<file path="config.mk">
export PLATFORM = sky130hd
export DESIGN_NAME = bus_frame_escape_crc_encoder
export DESIGN_NICKNAME = d
export VERILOG_FILES = /design/src/hw/rtl/bfe_pkg.sv /design/src/hw/rtl/bfe_front.sv /design/src/hw/rtl/bfe_queue.sv /design/src/hw/rtl/bfe_back.sv /design/src/hw/rtl/bus_frame_escape_crc_encoder.sv
export SDC_FILE = /design/constraint.sdc
export NUM_CORES = 1
export LEC_CHECK = 0
export BUFFER_PORTS_ARGS = -buffer_cell sky130_fd_sc_hd__buf_2
export CORE_ASPECT_RATIO = 1.25
export CORE_MARGIN = 4
export CORE_UTILIZATION = 60
export DETAILED_ROUTE_END_ITERATION = 8
export PLACE_DENSITY = 0.81
export SYNTH_ARGS = -nofsm -noshare
export SYNTH_HDL_FRONTEND = slang
export SYNTH_SLANG_ARGS = --single-unit
</file>
<file path="constraint.sdc">
create_clock -name aclk -period 3.81 [get_ports aclk]
set_input_delay 0.381 -clock aclk [delete_from_list [all_inputs] [get_ports aclk]]
set_output_delay 0.381 -clock aclk [all_outputs]
set_load 0.02 [all_outputs]
</file>
<file path="src/hw/rtl/bfe_pkg.sv">
// Shared types, constants and the CRC-8 step for the frame escape encoder.
// Used by the front, queue and back modules; no dependencies.
package bfe_pkg;

    localparam logic [7:0] ESC_PREFIX   = 8'hA9;
    localparam logic [7:0] ESC_SYN_CODE = 8'h01;
    localparam logic [7:0] ESC_A9_CODE  = 8'h00;
    localparam logic [7:0] CRC_POLY     = 8'h9B;

    localparam logic [7:0] SRC_ADDR_RESET = 8'h00;
    localparam logic [7:0] SYNC_RESET     = 8'hAA;

    // Configuration register indexes
    localparam logic REG_SRC_ADDR = 1'b0;
    localparam logic REG_SYNC     = 1'b1;

    localparam int QDEPTH  = 4;
    localparam int QPTR_W  = $clog2(QDEPTH);
    localparam int QCNT_W  = $clog2(QDEPTH + 1);

    typedef struct packed {
        logic [7:0] data;
        logic       last;
        logic       first;   // frame opens with this byte: send address first
    } entry_t;

    typedef struct packed {
        logic [7:0] source_address;
        logic [7:0] sync_symbol;
    } cfg_t;

    // One line byte through the CRC, MSB first, data bit entering bit 0.
    function automatic logic [7:0] crc_update(input logic [7:0] crc, input logic [7:0] b);
        logic [7:0] c;
        logic [7:0] d;
        logic       fb;
        c = crc;
        d = b;
        for (int i = 0; i < 8; i++) begin
            fb = c[7];
            c  = {c[6:0], d[7]};
            if (fb) begin
                c = c ^ CRC_POLY;
            end
            d = {d[6:0], 1'b0};
        end
        return c;
    endfunction

endpackage

</file>
<file path="src/hw/rtl/bfe_front.sv">
// Front end: configuration registers, input transfer and frame-start tagging.
// Depends on bfe_pkg.
module bfe_front (
    input  logic            aclk,
    input  logic            aresetn,
    input  logic            cfg_we,
    input  logic            cfg_index,
    input  logic [7:0]      cfg_wdata,
    input  logic            s_tvalid,
    output logic            s_tready,
    input  logic [7:0]      s_tdata,
    input  logic            s_tlast,
    input  logic            q_full,
    output logic            q_push,
    output bfe_pkg::entry_t q_entry,
    output bfe_pkg::cfg_t   cfg
);

    logic         in_frame_reg;
    logic         in_frame_next;
    logic [7:0]   src_addr_reg;
    logic [7:0]   sync_reg;

    assign s_tready = !q_full;
    assign q_push   = s_tvalid && !q_full;

    assign q_entry.data  = s_tdata;
    assign q_entry.last  = s_tlast;
    assign q_entry.first = !in_frame_reg;

    assign cfg.source_address = src_addr_reg;
    assign cfg.sync_symbol    = sync_reg;

    always_comb begin
        in_frame_next = in_frame_reg;
        if (q_push) begin
            in_frame_next = !s_tlast;
        end
    end

    always_ff @(posedge aclk) begin
        if (!aresetn) begin
            in_frame_reg <= 1'b0;
            src_addr_reg <= bfe_pkg::SRC_ADDR_RESET;
            sync_reg     <= bfe_pkg::SYNC_RESET;
        end else begin
            in_frame_reg <= in_frame_next;
            if (cfg_we) begin
                case (cfg_index)
                    bfe_pkg::REG_SRC_ADDR: src_addr_reg <= cfg_wdata;
                    bfe_pkg::REG_SYNC:     sync_reg     <= cfg_wdata;
                    default: ;
                endcase
            end
        end
    end

endmodule

</file>
<file path="src/hw/rtl/bfe_queue.sv">
// Short register queue between front and back of the frame encoder.
// Depends on bfe_pkg.
module bfe_queue (
    input  logic            aclk,
    input  logic            aresetn,
    input  logic            push,
    input  bfe_pkg::entry_t push_entry,
    output logic            full,
    input  logic            pop,
    output logic            valid,
    output bfe_pkg::entry_t head
);

    bfe_pkg::entry_t                mem_reg [bfe_pkg::QDEPTH];
    logic [bfe_pkg::QPTR_W-1:0]     wr_ptr_reg;
    logic [bfe_pkg::QPTR_W-1:0]     rd_ptr_reg;
    logic [bfe_pkg::QCNT_W-1:0]     count_reg;
    logic [bfe_pkg::QCNT_W-1:0]     count_next;
    logic                           do_push;
    logic                           do_pop;

    assign full    = (count_reg == bfe_pkg::QCNT_W'(bfe_pkg::QDEPTH));
    assign valid   = (count_reg != '0);
    assign head    = mem_reg[rd_ptr_reg];
    assign do_push = push && !full;
    assign do_pop  = pop && valid;

    always_comb begin
        count_next = count_reg;
        if (do_push && !do_pop) begin
            count_next = count_reg + 1'b1;
        end else if (do_pop && !do_push) begin
            count_next = count_reg - 1'b1;
        end
    end

    always_ff @(posedge aclk) begin
        if (!aresetn) begin
            wr_ptr_reg <= '0;
            rd_ptr_reg <= '0;
            count_reg  <= '0;
        end else begin
            count_reg <= count_next;
            if (do_push) begin
                wr_ptr_reg <= wr_ptr_reg + 1'b1;
            end
            if (do_pop) begin
                rd_ptr_reg <= rd_ptr_reg + 1'b1;
            end
        end
    end

    always_ff @(posedge aclk) begin
        if (do_push) begin
            mem_reg[wr_ptr_reg] <= push_entry;
        end
    end

endmodule

</file>
<file path="src/hw/rtl/bfe_back.sv">
// Back end: byte sequencer that emits address, escaped data and escaped CRC,
// one line byte per cycle into the output register unless stalled. Depends on bfe_pkg.
module bfe_back (
    input  logic            aclk,
    input  logic            aresetn,
    input  bfe_pkg::cfg_t   cfg,
    input  logic            q_valid,
    input  bfe_pkg::entry_t q_head,
    output logic            q_pop,
    output logic            m_tvalid,
    input  logic            m_tready,
    output logic [7:0]      m_tdata,
    output logic            m_tuser,
    output logic            m_tlast
);

    localparam logic [2:0] ST_ADDR  = 3'd0;
    localparam logic [2:0] ST_DATA  = 3'd1;
    localparam logic [2:0] ST_DATA2 = 3'd2;
    localparam logic [2:0] ST_CRC   = 3'd3;
    localparam logic [2:0] ST_CRC2  = 3'd4;

    bfe_pkg::entry_t cur_reg;
    logic            active_reg;
    logic [2:0]      step_reg;
    logic [2:0]      step_next;
    logic [7:0]      crc_reg;
    logic [7:0]      crc_next;
    logic            m_tvalid_reg;
    logic [7:0]      m_tdata_reg;
    logic            m_tuser_reg;
    logic            m_tlast_reg;

    logic [7:0]      byte_out;
    logic            crc_flag;
    logic            end_flag;
    logic            finish;
    logic            emit;
    logic            data_syn;
    logic            data_esc;
    logic            crc_syn;
    logic            crc_esc;

    assign emit  = active_reg && (!m_tvalid_reg || m_tready);
    assign q_pop = q_valid && (!active_reg || (emit && finish));

    assign data_syn = (cur_reg.data == cfg.sync_symbol);
    assign data_esc = data_syn || (cur_reg.data == bfe_pkg::ESC_PREFIX);
    assign crc_syn  = (crc_reg == cfg.sync_symbol);
    assign crc_esc  = crc_syn || (crc_reg == bfe_pkg::ESC_PREFIX);

    always_comb begin
        byte_out  = cur_reg.data;
        crc_flag  = 1'b0;
        end_flag  = 1'b0;
        finish    = 1'b0;
        crc_next  = crc_reg;
        step_next = step_reg;
        case (step_reg)
            ST_ADDR: begin
                byte_out  = cfg.source_address;
                crc_next  = bfe_pkg::crc_update(8'h00, byte_out);
                step_next = ST_DATA;
            end
            ST_DATA: begin
                byte_out = data_esc ? bfe_pkg::ESC_PREFIX : cur_reg.data;
                crc_next = bfe_pkg::crc_update(crc_reg, byte_out);
                if (data_esc) begin
                    step_next = ST_DATA2;
                end else if (cur_reg.last) begin
                    step_next = ST_CRC;
                end else begin
                    finish = 1'b1;
                end
            end
            ST_DATA2: begin
                byte_out = data_syn ? bfe_pkg::ESC_SYN_CODE : bfe_pkg::ESC_A9_CODE;
                crc_next = bfe_pkg::crc_update(crc_reg, byte_out);
                if (cur_reg.last) begin
                    step_next = ST_CRC;
                end else begin
                    finish = 1'b1;
                end
            end
            ST_CRC: begin
                // hold the CRC while its escape code is still to go
                byte_out = crc_esc ? bfe_pkg::ESC_PREFIX : crc_reg;
                crc_flag = 1'b1;
                if (crc_esc) begin
                    step_next = ST_CRC2;
                end else begin
                    end_flag = 1'b1;
                    finish   = 1'b1;
                    crc_next = 8'h00;
                end
            end
            ST_CRC2: begin
                byte_out = crc_syn ? bfe_pkg::ESC_SYN_CODE : bfe_pkg::ESC_A9_CODE;
                crc_flag = 1'b1;
                end_flag = 1'b1;
                finish   = 1'b1;
                crc_next = 8'h00;
            end
            default: begin
                finish = 1'b1;
            end
        endcase
    end

    always_ff @(posedge aclk) begin
        if (!aresetn) begin
            active_reg   <= 1'b0;
            step_reg     <= ST_ADDR;
            crc_reg      <= 8'h00;
            m_tvalid_reg <= 1'b0;
        end else begin
            if (emit) begin
                m_tvalid_reg <= 1'b1;
                crc_reg      <= crc_next;
            end else if (m_tready) begin
                m_tvalid_reg <= 1'b0;
            end
            // a new queue entry takes over the sequencer as the current one finishes
            if (q_pop) begin
                active_reg <= 1'b1;
                step_reg   <= q_head.first ? ST_ADDR : ST_DATA;
            end else if (emit) begin
                step_reg <= step_next;
                if (finish) begin
                    active_reg <= 1'b0;
                end
            end
        end
    end

    always_ff @(posedge aclk) begin
        if (emit) begin
            m_tdata_reg <= byte_out;
            m_tuser_reg <= crc_flag;
            m_tlast_reg <= end_flag;
        end
        if (q_pop) begin
            cur_reg <= q_head;
        end
    end

    assign m_tvalid = m_tvalid_reg;
    assign m_tdata  = m_tdata_reg;
    assign m_tuser  = m_tuser_reg;
    assign m_tlast  = m_tlast_reg;

endmodule

</file>
<file path="src/hw/rtl/bus_frame_escape_crc_encoder.sv">
// Frame encoder with byte stuffing and CRC-8 (poly 0x9B) for a serial bus.
// Instantiates bfe_front, bfe_queue and bfe_back; depends on bfe_pkg.
//
// Usage:
//   s_ channel: one raw message byte per transfer, s_tlast marks the final
//   byte of a message. m_ channel: one line byte per transfer; m_tuser is set
//   on the bytes of the escaped CRC, m_tlast on the last byte of the frame.
//   The first byte of a frame is preceded by the source address register.
//   Configuration: cfg_we with cfg_index 0 (source address) or 1 (SYN value);
//   write only while no frame byte is in flight.
// Timing:
//   The back sequencer puts one line byte out per cycle unless m_tready
//   stalls it; an input byte gives 1 to 5 line bytes (plain 1, escaped 2,
//   plus 1 for the address at frame start, plus 1 or 2 for the CRC on the
//   last byte). Each byte passes the queue, entry and output registers.
//   A four-entry queue lets input transfers continue while the back stalls.
// Reset: aresetn low clears the queue, the frame state and the output valid;
//   registers return to address 0x00 and SYN 0xAA.
// Stall: with m_tready low the output byte holds; once the queue fills,
//   s_tready drops until the receiver takes bytes again.
module bus_frame_escape_crc_encoder (
    input  logic       aclk,
    input  logic       aresetn,
    input  logic       cfg_we,
    input  logic       cfg_index,
    input  logic [7:0] cfg_wdata,
    input  logic       s_tvalid,
    output logic       s_tready,
    input  logic [7:0] s_tdata,    // [7:0] data_byte
    input  logic       s_tlast,
    output logic       m_tvalid,
    input  logic       m_tready,
    output logic [7:0] m_tdata,    // [7:0] line_byte
    output logic       m_tuser,    // [0] is_crc
    output logic       m_tlast
);

    bfe_pkg::entry_t push_entry;
    bfe_pkg::entry_t head;
    bfe_pkg::cfg_t   cfg;
    logic            push;
    logic            full;
    logic            pop;
    logic            q_valid;

    bfe_front u_front (
        .aclk      (aclk),
        .aresetn   (aresetn),
        .cfg_we    (cfg_we),
        .cfg_index (cfg_index),
        .cfg_wdata (cfg_wdata),
        .s_tvalid  (s_tvalid),
        .s_tready  (s_tready),
        .s_tdata   (s_tdata),
        .s_tlast   (s_tlast),
        .q_full    (full),
        .q_push    (push),
        .q_entry   (push_entry),
        .cfg       (cfg)
    );

    bfe_queue u_queue (
        .aclk       (aclk),
        .aresetn    (aresetn),
        .push       (push),
        .push_entry (push_entry),
        .full       (full),
        .pop        (pop),
        .valid      (q_valid),
        .head       (head)
    );

    bfe_back u_back (
        .aclk     (aclk),
        .aresetn  (aresetn),
        .cfg      (cfg),
        .q_valid  (q_valid),
        .q_head   (head),
        .q_pop    (pop),
        .m_tvalid (m_tvalid),
        .m_tready (m_tready),
        .m_tdata  (m_tdata),
        .m_tuser  (m_tuser),
        .m_tlast  (m_tlast)
    );

endmodule

</file>
==> results, run 1 <==
- The flow ran to the end, and the final reports show no timing, DRC or antenna violations.
- OpenSTA, run right after detailed placement, puts the worst setup slack at 0.769 ns.
- The sequential element share of the synthesized area is 54.7%.
- The number of standard cells in the layout, taps in and fillers out is 524.
- The clock slew at the register clock pins of the worst setup and hold paths is 0.10 ns.
- For this design, the slowest cell found on the critical path is dfxtp_1.
- The CTS tree is done.
- The count of antenna diodes in the layout is 0.
- In this design, the stage delay of the slowest critical-path cell is 0.79 ns.
- The H-tree was split into 3 levels.
- The startpoint type of the worst setup path is a flop.
- The final count of hold timing violations is 0.
- In this run, distinct cell masters in the synthesized netlist total 57.
- The total of endpoints with negative setup slack in the final report is 0.
- The required time reported for the critical path endpoint is 4.11 ns.
- The vertical extent of the die is 107 um.
- A synthesized cell averages 11.7 um2.
- The wire-length estimate of the detail-placed layout is 7.59 mm.
- The critical path contains buffers and inverters numbering 3 combined.
- The final net count is 457.
- Measured against its own limit, the worst slew margin works out to 37.1%.
- The most common cell type on the critical path is inv_1.
- The layout-stage area growth over the synthesis result is 8.82%.
- The number of global-route vias before repair came to 3273.
- The flip-flop and latch count after synthesis is 98.
- The cell family contributing the most delay on the critical path is compound AO/OA/AOI/OAI gates.
- The most used flip-flop cell after synthesis is edfxtp_1.
- The detailed-route vias per instance is 6.10.
- The standard cell core area is 7490 um2.
- In this run the static leakage power is 0.00188 uW.
- The port buffer count is 34.
- The classification of the worst-slack hold path is primary input to flop.
- In this run the remaining antenna-violating nets after routing total 0.
- The count of boundary I/O pins is 35.
- The synthesized netlist occupies a cell area of 4670 um2.
- The critical path is of the flop to flop type.
- The starting DRC count in detailed routing is 306.
- Based on the critical path, the design can be clocked at up to 321 MHz.
- The number of warning messages in the yosys log is 0.
- Max-cap violations in this run came to 0.
- CTS saw 98 sinks.
- The number of DRC violations after detailed routing is 0.
- The maximum clock insertion buffer count is 2.
- Along the worst path, the maximum fanout reaches 23.
- The post-CTS setup-driven buffer insertion count is 0.
- The leading cell type in the layout, fill and taps excluded is edfxtp_1.
- In this run the power density over the cells is 727 nW/um2.
- The slew at the pin closest to its max-slew limit is 0.942 ns.
- The number of detailed-routing iterations run before antenna repair is 5.
- Leaving out fill and tap cells, the most frequent cells in the layout are edfxtp_1 (59), dfxtp_1 (39), buf_2 (34).
- The number of instances in the synthesized netlist is 399.
- The sum of negative setup slack is 0 ns.
- The smallest setup slack after layout is 0.692 ns.
- The global-route wire length before repair is 16.8 mm.
- In the final routed layout, each cell accounts on average for 19.5 um.
- The share of async-settable or async-resettable flops after synthesis is 0%.
- The number of gates resized after CTS was 0.
- The clock insertion delay at the later pin of the skew report is 0.37 ns.
- The initial cell density of the core is 62.3%.
- In this run the clock root is driven by a clkbuf_8.
- The number of hold buffers added after CTS is 0.
- At the worst endpoint, the arrival time is 3.42 ns.
- The worst setup path is captured at a flop.
- The count of standard-cell rows is 35.
- The total number of vias is 3198.
- The synthesized netlist net count is 429.
- The die covers 9260 um2.
- Entering global routing, the biggest net connects 24 pins.
- The aggregate global-route resource usage is 23.9%.
- The maximum vdd ir drop is 0.588 mV.
- Between clock sinks in the finished design, the worst skew comes to 0.00590 ns.
- Walking the worst path, the cells encountered are inv_1 > a31oi_1 > a21bo_2 > a41oi_4 > inv_1 > ha_1 > inv_1 > fa_1 > xor2_1 > or3_1 > a21oi_1.
- Setup repair after global routing left no endpoint under its margin.
- The register with the most flip-flops in the layout has 40 of them.
- The smallest clock period supported by the final layout is computed as 3.12 ns.
- Counting flops with a built-in enable in the synthesized netlist gives 59.
- The design draws 3690 uW.
- Clock tree synthesis inserted a total of 9 buffers.
- Wires add up to 10.2 mm.
- The number of antenna violations at the first check in global routing was 0.
- The weighted congestion at the end of routability-driven global placement is 0.990.
- Global routing finished with a remaining overflow of 0.
- The number of cells in the design after placement is 508.
- The die boundary width is 86.9 um.
- The total count of max-transition violations in the final report is 0.
- In the final layout, the share of cells above drive strength 1 is 17.4%.
- The share of the clock period used by the worst path is 81.8%.
-- per-stage QoR --
| step | util (%) | hold slack (ns) | instance area [um2] |
|---|---|---|---|
| 3_3_place_gp | 65.4 | 0.484 | 4900 |
| 6_report | 67.8 | 0.220 | 5080 |
| 5_1_grt | 67.8 | 0.213 | 5080 |
| 3_5_place_dp | 65.4 | 0.501 | 4900 |
| 4_1_cts | 67.8 | 0.205 | 5080 |
| 2_1_floorplan | - | 0.463 | 4670 |
-- cells in the mapped netlist, types with 8 or more instances --
cell type / count / area share (%)
xnor2_1: 14 / 2.6
buf_2: 8 / 0.86
inv_1: 11 / 0.88
mux4_2: 10 / 4.8
and3_1: 8 / 1.1
xor2_1: 24 / 4.5
edfxtp_1: 59 / 38
clkbuf_1: 12 / 0.96
o21ai_0: 18 / 1.9
nor2_1: 28 / 2.3
nand2_1: 31 / 2.5
a21oi_1: 23 / 2.5
mux2i_1: 10 / 2.1
dfxtp_1: 39 / 17
nand3_1: 11 / 1.2
-- path summary, 6_finish.rpt --
check                                             end  slack, ns  cells past startpoint                  from
worst max-delay path             u_queue.count_reg[2]       0.69                     11    u_back.step_reg[1]
worst min-delay path            u_queue.mem_reg[3][9]       0.22                      1            s_tdata[7]
worst max register to register   u_queue.count_reg[2]       0.69                     11    u_back.step_reg[1]
worst min register to register   u_front.in_frame_reg       0.51                      2  u_front.in_frame_reg
-- routing by layer --
layer / track usage (%) / vias up / part of all wire (%)
li1: - / 1522 / -
met1: 28.3 / 1516 / 38
met2: 40.6 / 126 / 52
met3: 4.92 / 34 / 5.8
met4: 12.4 / 0 / 4.4
met5: 0 / - / 0
-- area by class of cell --
class / instances / area, um2
Fill cell: 564 / 2410
Timing Repair Buffer: 39 / 208
Sequential cell: 98 / 2550
Multi-Input combinational cell: 267 / 1980
Tap cell: 92 / 115
Inverter: 12 / 45.0
Clock inverter: 7 / 57.6
Clock buffer: 9 / 124
-- where the power goes --
| part | total [uW] | internal (uW) | switching (uW) |
|---|---|---|---|
| logic | 1410 | 599 | 812 |
| clock network | 632 | 249 | 383 |
| registers | 1650 | 1400 | 248 |
-- logic make-up (layout without fill, tap and decap cells) --
logic type	Yosys count	after routing	synth area share [%]
fa+ha+maj	7	7	2.04
flops	98	98	54.7
compound gates	92	92	13.8
mux	20	20	6.97
simple gates	110	110	12.5
buf+inv	34	67	2.95
xor+xnor	38	38	7.13
Note: power is estimated with default switching activity, not from simulation.
==> run 2: changes to the inputs <==
--- a/config.mk
+++ b/config.mk
@@ -5,12 +5,13 @@
 export SDC_FILE = /design/constraint.sdc
 export NUM_CORES = 1
 export LEC_CHECK = 0
+export ABC_AREA = 1
 export BUFFER_PORTS_ARGS = -buffer_cell sky130_fd_sc_hd__buf_2
 export CORE_ASPECT_RATIO = 1.25
 export CORE_MARGIN = 4
 export CORE_UTILIZATION = 60
 export DETAILED_ROUTE_END_ITERATION = 8
-export PLACE_DENSITY = 0.81
+export PLACE_DENSITY = 0.8
 export SYNTH_ARGS = -nofsm -noshare
 export SYNTH_HDL_FRONTEND = slang
 export SYNTH_SLANG_ARGS = --single-unit
==> constraint.sdc (replaced) <==
create_clock -name aclk -period 2.92 [get_ports aclk]
set_input_delay 0.292 -clock aclk [delete_from_list [all_inputs] [get_ports aclk]]
set_output_delay 0.292 -clock aclk [all_outputs]
set_load 0.02 [all_outputs]
==> results, run 2 <==
- The number of sinks handled by clock tree synthesis is 98 (unchanged).
- The number of detailed-routing iterations run before antenna repair is 5 (unchanged).
- The required time reported for the critical path endpoint is 3.17 ns (was 4.11 ns).
- The number of DRC violations after detailed routing was 0 (unchanged).
- The flip-flop and latch count after synthesis is 98 (unchanged).
- The cell with the largest stage delay on the worst path is edfxtp_1 (was dfxtp_1).
- The count of standard-cell rows is 36 (was 35).
- The critical path arrival is 3.01 ns (was 3.42 ns).
- The highest attainable clock frequency is 363 MHz (was 321 MHz).
- The vertical extent of the die is 107 um (about the same).
- The sum of net half-perimeters after detailed placement is 9.68 mm (was 7.59 mm).
- List of cells traversed by the critical path: inv_1 > nand2_1 > nand2_1 > nand2_1 > nor2_2 > nand2_2 > nand3_1 > nand2_1 > nand2_1 > nand2_1 > nand2_1 > nand2_2 > nand2_4 > ha_1 > inv_1 > fa_2 > a21oi_2 > o21ai_2 > o21ai_1 > a21oi_1 (was inv_1 > a31oi_1 > a21bo_2 > a41oi_4 > inv_1 > ha_1 > inv_1 > fa_1 > xor2_1 > or3_1 > a21oi_1).
- The synthesized netlist net count is 581 (was 429).
- The total count of max-transition violations in the final report is 0 (unchanged).
- Top cells by area in the synthesized netlist: edfxtp_1 (37%), dfxtp_1 (16%), nand2_1 (9.4%) (was edfxtp_1 (38%), dfxtp_1 (17%), mux4_2 (4.8%)).
- The last element of the critical path was u_queue.count_reg[2] (unchanged).
- The maximum clock insertion buffer count was 2 (unchanged).
- The global-route wire length before repair is 20.1 mm (was 16.8 mm).
- The number of cells on the worst reg-to-reg path is 20 (was 11).
- The number of warning messages in the yosys log is 0 (unchanged).
- The largest area contributor in the synthesized netlist is edfxtp_1 (unchanged).
- The final net count is 635 (was 457).
- The total length of routed wires is 12.7 mm (was 10.2 mm).
- The reg-to-reg setup timing slack is 0.16 ns (was 0.69 ns).
- The number of buffers added by the clock tree synthesis step came to 9 (unchanged).
- The total number of vias is 4042 (was 3198).
- The final setup skew was 0.0164 ns (was 0.00590 ns).
- The root cell of the clock tree is clkbuf_8 (unchanged).
- The startpoint of the worst setup timing path is u_back.cur_reg[7] (was u_back.step_reg[1]).
- The combined area of all synthesized cells is 4740 um2 (was 4670 um2).
- The CTS tree is done (unchanged).
- Top library cells by usage in the layout, fill and taps aside: nand2_1 (119), nor2_1 (68), edfxtp_1 (59) (was edfxtp_1 (59), dfxtp_1 (39), buf_2 (34)).
- The die boundary width came to 87.5 um (was 86.9 um).
- The share of async-settable or async-resettable flops after synthesis is 0% (unchanged).
- The number of hold buffers added after CTS is 0 (unchanged).
- The number of enable-type register cells in the synthesized netlist is 59 (unchanged).
- The instance area at placement is 5060 um2 (was 4900 um2).
- The count of antenna diodes in the layout is 0 (unchanged).
- The largest net degree at the start of global routing is 31 (was 24).
- The sequential element share of the synthesized area was 53.8% (was 54.7%).
- The critical register-to-register path endpoint is u_queue.count_reg[2] (unchanged).
- The time the final worst path needs with I/O delays and setup came to 2.76 ns (was 3.12 ns).
- The weighted congestion at the end of routability-driven global placement came to 1.02 (was 0.990).
- The leading cell type in the layout, fill and taps excluded is nand2_1 (was edfxtp_1).
- The nature of the critical path endpoint is a flop (unchanged).
- The flip-flop count of the largest register after layout is 40 (unchanged).
- The starting DRC count in detailed routing was 306 (unchanged).
- The count of distinct cell types in the synthesized netlist is 36 (was 57).
- The post-layout instance area is 5400 um2 (was 5080 um2).
- The number of instances in the synthesized netlist was 551 (was 399).
- The most common cell in the netlist is nand2_1 (was edfxtp_1).
- The share of the synthesized area in the top cell type is 37.4% (was 38.0%).
- The total power density per cell area was 1050 nW/um2 (was 727 nW/um2).
- The maximum vdd ir drop came to 0.893 mV (was 0.588 mV).
- The slew at the pin closest to its max-slew limit is 0.942 ns (about the same).
- The sum of negative setup slack came to 0 ns (unchanged).
- The critical path start-end classification is flop to flop (unchanged).
- The worst slew margin relative to its limit was 37.0% (was 37.1%).
- The total of endpoints with negative setup slack in the final report is 0 (unchanged).
- The global route total overflow is 0 (unchanged).
- The number of nets with antenna violations after detailed routing is 0 (unchanged).
- The most common cell type on the critical path is nand2_1 (was inv_1).
- The maximum fanout count along the critical path is 6 (was 23).
- The maximum single-stage delay on the critical path is 0.48 ns (was 0.79 ns).
- The aggregate global-route resource usage is 28.6% (was 23.9%).
- The most frequently used flop master after synthesis is edfxtp_1 (unchanged).
- The layout-stage area growth over the synthesis result is 13.9% (was 8.82%).
- The number of antenna violations at the first check in global routing came to 0 (unchanged).
- The share of final-layout standard cells stronger than drive strength 1 is 17.9% (was 17.4%).
- The worst flop-to-flop path startpoint is u_back.cur_reg[7] (was u_back.step_reg[1]).
- The total leakage power is 0.00231 uW (was 0.00188 uW).
- The per-cell routed wire length is 18.1 um (was 19.5 um).
- Run status: completed (unchanged).
- The port buffer count is 34 (unchanged).
- The overall power of the completed layout is 5660 uW (was 3690 uW).
- The initial cell density of the core is 61.2% (was 62.3%).
- The standard cell core area is 7750 um2 (was 7490 um2).
- The clock insertion delay at the later pin of the skew report is 0.37 ns (about the same).
- Commonest cells post-synth: nand2_1 (119), nor2_1 (69), edfxtp_1 (59), o21ai_0 (59), inv_1 (54) (was edfxtp_1 (59), dfxtp_1 (39), nand2_1 (31), nor2_1 (28), xor2_1 (24)).
- The share of the clock period used by the worst path was 94.4% (was 81.8%).
- The final count of hold timing violations was 0 (unchanged).
- The average cell area after synthesis was 8.61 um2 (was 11.7 um2).
- The number of global-route vias before repair is 3974 (was 3273).
- The detailed-route vias per instance is 5.73 (was 6.10).
- The number of fillers in the final layout is 633 (was 564).
- The core utilization of the finished layout came to 69.7% (was 67.8%).
- The startpoint type of the worst setup path was a flop (unchanged).
- The overall die area is 9400 um2 (was 9260 um2).
- The count of boundary I/O pins came to 35 (unchanged).
- The number of levels in the clock H-tree is 3 (unchanged).
- The clock slew at the register clock pins of the worst setup and hold paths is 0.09 ns (was 0.10 ns).
- The classification of the worst-slack hold path is primary input to flop (unchanged).
- The count of max-cap constraint violations came to 0 (unchanged).
==> run 2: area by class of cell <==
class	count	area, um2	area share (%)
well taps	95	119	2.20
repair buffers	55	328	6.07
clock inverters	5	108	1.99
flip-flops and latches	98	2560	47.3
inverters	63	239	4.42
multi-input cells	378	1910	35.4
clock buffers	11	141	2.62
==> run 2: timing repair <==
item / in CTS / in global routing
gates resized for setup: 2 / 10
pin swaps: 0 / 4
setup buffers: 0 / 10
gates cloned: 0 / 0
setup endpoints to repair: 1 / 1
==> run 2: how the worst min path moves through the flow <==
stage                                startpoint                    end  slack, ns  cells past startpoint
after global routing                 s_tdata[6]  u_queue.mem_reg[1][8]       0.14                      1
after detailed placement  u_queue.rd_ptr_reg[1]                   flop       0.48                      2
after CTS                            s_tdata[0]  u_queue.mem_reg[1][2]       0.13                      1
after floorplan                         s_tlast   u_front.in_frame_reg       0.38                      1
after global placement     u_queue.count_reg[2]   u_queue.count_reg[2]       0.47                      2
final                                s_tdata[0]  u_queue.mem_reg[2][2]       0.14                      1
==> run 2: critical path, delay by kind of cell, from the launching register on <==
kind,cells,cell delay (ns)
AOI/OAI and AO/OA,4,0.49
and+or+nand+nor,12,0.95
adders and majority gates,2,0.57
DFF,1,0.48
buffers and inverters,2,0.17
==> run 2: metal layers <==
metal / up-vias / GRT usage [%] / routed length (um)
li1: 1948 / - / -
met1: 1870 / 30.3 / 4470
met2: 167 / 51.1 / 6650
met3: 57 / 5.28 / 747
met4: 0 / 17.8 / 857
met5: - / 0 / 0
==> run 2: power breakdown <==
part | switching, uW | internal (uW)
Clock | 475 | 599
Sequential | 246 | 1840
Combinational | 1660 | 844
==> run 2: logic make-up after synthesis <==
| family | Yosys count | share of synthesized area [%] |
|---|---|---|
| fa+ha+maj | 7 | 2.01 |
| buf+inv | 75 | 6.23 |
| flops | 98 | 53.8 |
| xor+xnor | 17 | 3.14 |
| simple gates | 241 | 21.8 |
| compound gates | 113 | 13.0 |
==> run 2: metrics by stage <==
stage / instances / worst slack, ns / hold WS (ns)
2_1_floorplan: 551 / 0.353 / 0.382
3_3_place_gp: 679 / 0.235 / 0.470
3_5_place_dp: 679 / 0.0854 / 0.478
4_1_cts: 695 / 0.0367 / 0.131
5_1_grt: 705 / -0.0304 / 0.140
6_report: 705 / 0.163 / 0.135
==> run 3: changes to the inputs <==
--- a/config.mk
+++ b/config.mk
@@ -11,6 +11,7 @@
 export CORE_MARGIN = 4
 export CORE_UTILIZATION = 60
 export DETAILED_ROUTE_END_ITERATION = 8
+export GPL_TIMING_DRIVEN = 0
 export PLACE_DENSITY = 0.8
 export SYNTH_ARGS = -nofsm -noshare
 export SYNTH_HDL_FRONTEND = slang
==> results, run 3 (same netlist as run 2, synthesis figures left out) <==
- The global route total overflow is 0 (unchanged).
- The critical path arrival is 3.00 ns (was 3.01 ns).
- The count of max-cap constraint violations is 0 (unchanged).
- The aggregate global-route resource usage is 28.2% (was 28.6%).
- The number of nets with antenna violations after detailed routing was 0 (unchanged).
- The nature of the critical path endpoint is a flop (unchanged).
- Run status: completed (unchanged).
- The number of cells on the worst reg-to-reg path came to 18 (was 20).
- The number of hold buffers added after CTS came to 0 (unchanged).
- The number of instances on the worst hold path is 1 (unchanged).
- The number of sinks handled by clock tree synthesis is 98 (unchanged).
- The clock insertion delay at the later pin of the skew report is 0.38 ns (was 0.37 ns).
- The number of antenna violations at the first check in global routing is 0 (unchanged).
- The standard cell core area is 7750 um2 (unchanged).
- The total count of max-transition violations in the final report is 0 (unchanged).
- The clock slew at the register clock pins of the worst setup and hold paths is 0.10 ns (was 0.09 ns).
- The weighted congestion at the end of routability-driven global placement is 0.976 (was 1.02).
- The number of fillers in the final layout is 621 (was 633).
- The critical path start-end classification was flop to flop (unchanged).
- The final count of hold timing violations is 0 (unchanged).
- The initial cell density of the core is 61.2% (unchanged).
- The global-route wire length before repair is 19.6 mm (was 20.1 mm).
- The worst slew margin relative to its limit was 21.9% (was 37.0%).
- The maximum vdd ir drop is 0.647 mV (was 0.893 mV).
- The flip-flop count of the largest register after layout is 40 (unchanged).
- The overall die area is 9400 um2 (unchanged).
- The worst flop-to-flop path startpoint was u_back.crc_reg[1] (was u_back.cur_reg[7]).
- The per-cell routed wire length is 17.9 um (was 18.1 um).
- The number of DRC violations after detailed routing is 0 (unchanged).
- The classification of the worst-slack hold path is primary input to flop (unchanged).
- The root cell of the clock tree is clkbuf_8 (unchanged).
- The startpoint type of the worst setup path is a flop (unchanged).
- The count of standard-cell rows is 36 (unchanged).
- The starting DRC count in detailed routing is 337 (was 306).
- The count of boundary I/O pins is 35 (unchanged).
- The total of endpoints with negative setup slack in the final report is 0 (unchanged).
- The number of detailed-routing iterations run before antenna repair is 7 (was 5).
- The CTS tree is done (unchanged).
- The share of final-layout standard cells stronger than drive strength 1 is 18.0% (was 17.9%).
- The instance area at placement was 5030 um2 (was 5060 um2).
- The required time reported for the critical path endpoint is 3.19 ns (was 3.17 ns).
- The final setup skew came to 0.0115 ns (was 0.0164 ns).
- The total leakage power is 0.00232 uW (was 0.00231 uW).
- The maximum fanout count along the critical path is 6 (unchanged).
- The number of levels in the clock H-tree is 3 (unchanged).
- The endpoint of the worst hold-timing path is u_queue.mem_reg[0][4] (was u_queue.mem_reg[2][2]).
- The layout-stage area growth over the synthesis result is 15.1% (was 13.9%).
- The post-route worst hold slack is 0.118 ns (was 0.135 ns).
- Top library cells by usage in the layout, fill and taps aside: nand2_1 (119), nor2_1 (67), edfxtp_1 (59) (was nand2_1 (119), nor2_1 (68), edfxtp_1 (59)).
- The vertical extent of the die came to 107 um (unchanged).
- The total number of vias is 4059 (was 4042).
- The slew at the pin closest to its max-slew limit is 1.16 ns (was 0.942 ns).
- The largest net degree at the start of global routing is 19 (was 31).
- The startpoint of the most critical hold path is s_tdata[2] (was s_tdata[0]).
- The overall power of the completed layout is 5600 uW (was 5660 uW).
- The critical register-to-register path endpoint is u_queue.count_reg[2] (unchanged).
- The die boundary width came to 87.5 um (unchanged).
- The detailed-route vias per instance is 5.67 (was 5.73).
- The leading cell type in the layout, fill and taps excluded was nand2_1 (unchanged).
- The time the final worst path needs with I/O delays and setup is 2.73 ns (was 2.76 ns).
- The number of buffers added by the clock tree synthesis step is 9 (unchanged).
- The port buffer count is 34 (unchanged).
- The total length of routed wires came to 12.8 mm (was 12.7 mm).
- The highest attainable clock frequency is 366 MHz (was 363 MHz).
- The share of the clock period used by the worst path is 93.6% (was 94.4%).
- The reg-to-reg setup timing slack is 0.19 ns (was 0.16 ns).
- The count of antenna diodes in the layout is 0 (unchanged).
- The final net count was 646 (was 635).
- The startpoint of the worst setup timing path is u_back.crc_reg[1] (was u_back.cur_reg[7]).
- The sum of net half-perimeters after detailed placement was 9.64 mm (was 9.68 mm).
- The total power density per cell area came to 1030 nW/um2 (was 1050 nW/um2).
- The maximum clock insertion buffer count is 2 (unchanged).
- The number of global-route vias before repair was 3923 (was 3974).
- The post-layout instance area is 5460 um2 (was 5400 um2).
run 3: repair_timing:
| action | 4_1_cts | 5_1_grt |
|---|---|---|
| resized for setup | 4 | 11 |
| pin swaps | 1 | 7 |
| setup buffers | 7 | 13 |
| setup endpoints to repair | 1 | 2 |
run 3: how the worst max path moves through the flow:
stage | end | cells past startpoint
2_1_floorplan | u_queue.count_reg[2] | 20
3_3_place_gp | u_queue.count_reg[2] | 20
3_5_place_dp | u_queue.count_reg[2] | 20
4_1_cts | u_queue.count_reg[2] | 20
5_1_grt | u_queue.count_reg[2] | 18
6_report | u_queue.count_reg[2] | 18
run 3: through the flow:
step | TNS (ns) | std cells | util [%] | setup slack [ns]
floorplan | 0 | 551 | - | 0.353
global placement | -0.102 | 680 | 64.9 | -0.102
detailed placement | -0.165 | 680 | 64.9 | -0.165
CTS | 0 | 703 | 68.8 | 0.0183
global route | -0.00544 | 716 | 70.4 | -0.00544
finish | 0 | 716 | 70.4 | 0.188
run 3: report_power, final:
group          internal (uW)  switching, uW  leakage (uW)
Clock                    499            509      0.000117
Sequential              1840            248      0.000872
Combinational            874           1630       0.00133
run 3: critical path, cell delays in order, from the launching register on:
cell	delay, ns
dfxtp_1	0.32
clkbuf_4	0.18
or2_0	0.24
nor2_2	0.13
nand4_4	0.14
nand3_4	0.12
nand2_2	0.06
inv_1	0.05
nand2_1	0.04
nand2_1	0.06
nand2_2	0.10
nand2_4	0.12
ha_1	0.16
inv_1	0.07
fa_2	0.39
a21oi_1	0.14
o21ai_1	0.10
o21ai_1	0.14
a21oi_1	0.05
run 3: routing by layer:
metal	up-vias	wire [um]	GRT usage [%]
met2	130	6650	50.2
li1	1969	-	-
met4	0	867	18.9
met5	-	0	0
met3	53	551	5.51
met1	1907	4740	29.3
run 3: final cells by class:
cell class                 count  area, um2  area share [%]
buffer                        12       58.8            1.08
clock buffer                   9        124            2.27
clock inverter                 7        109            1.99
inverter                      63        239            4.38
multi-input combinational    378       1930            35.4
sequential                    98       2560            46.9
tap                           95        119            2.18
timing repair buffer          54        320            5.87
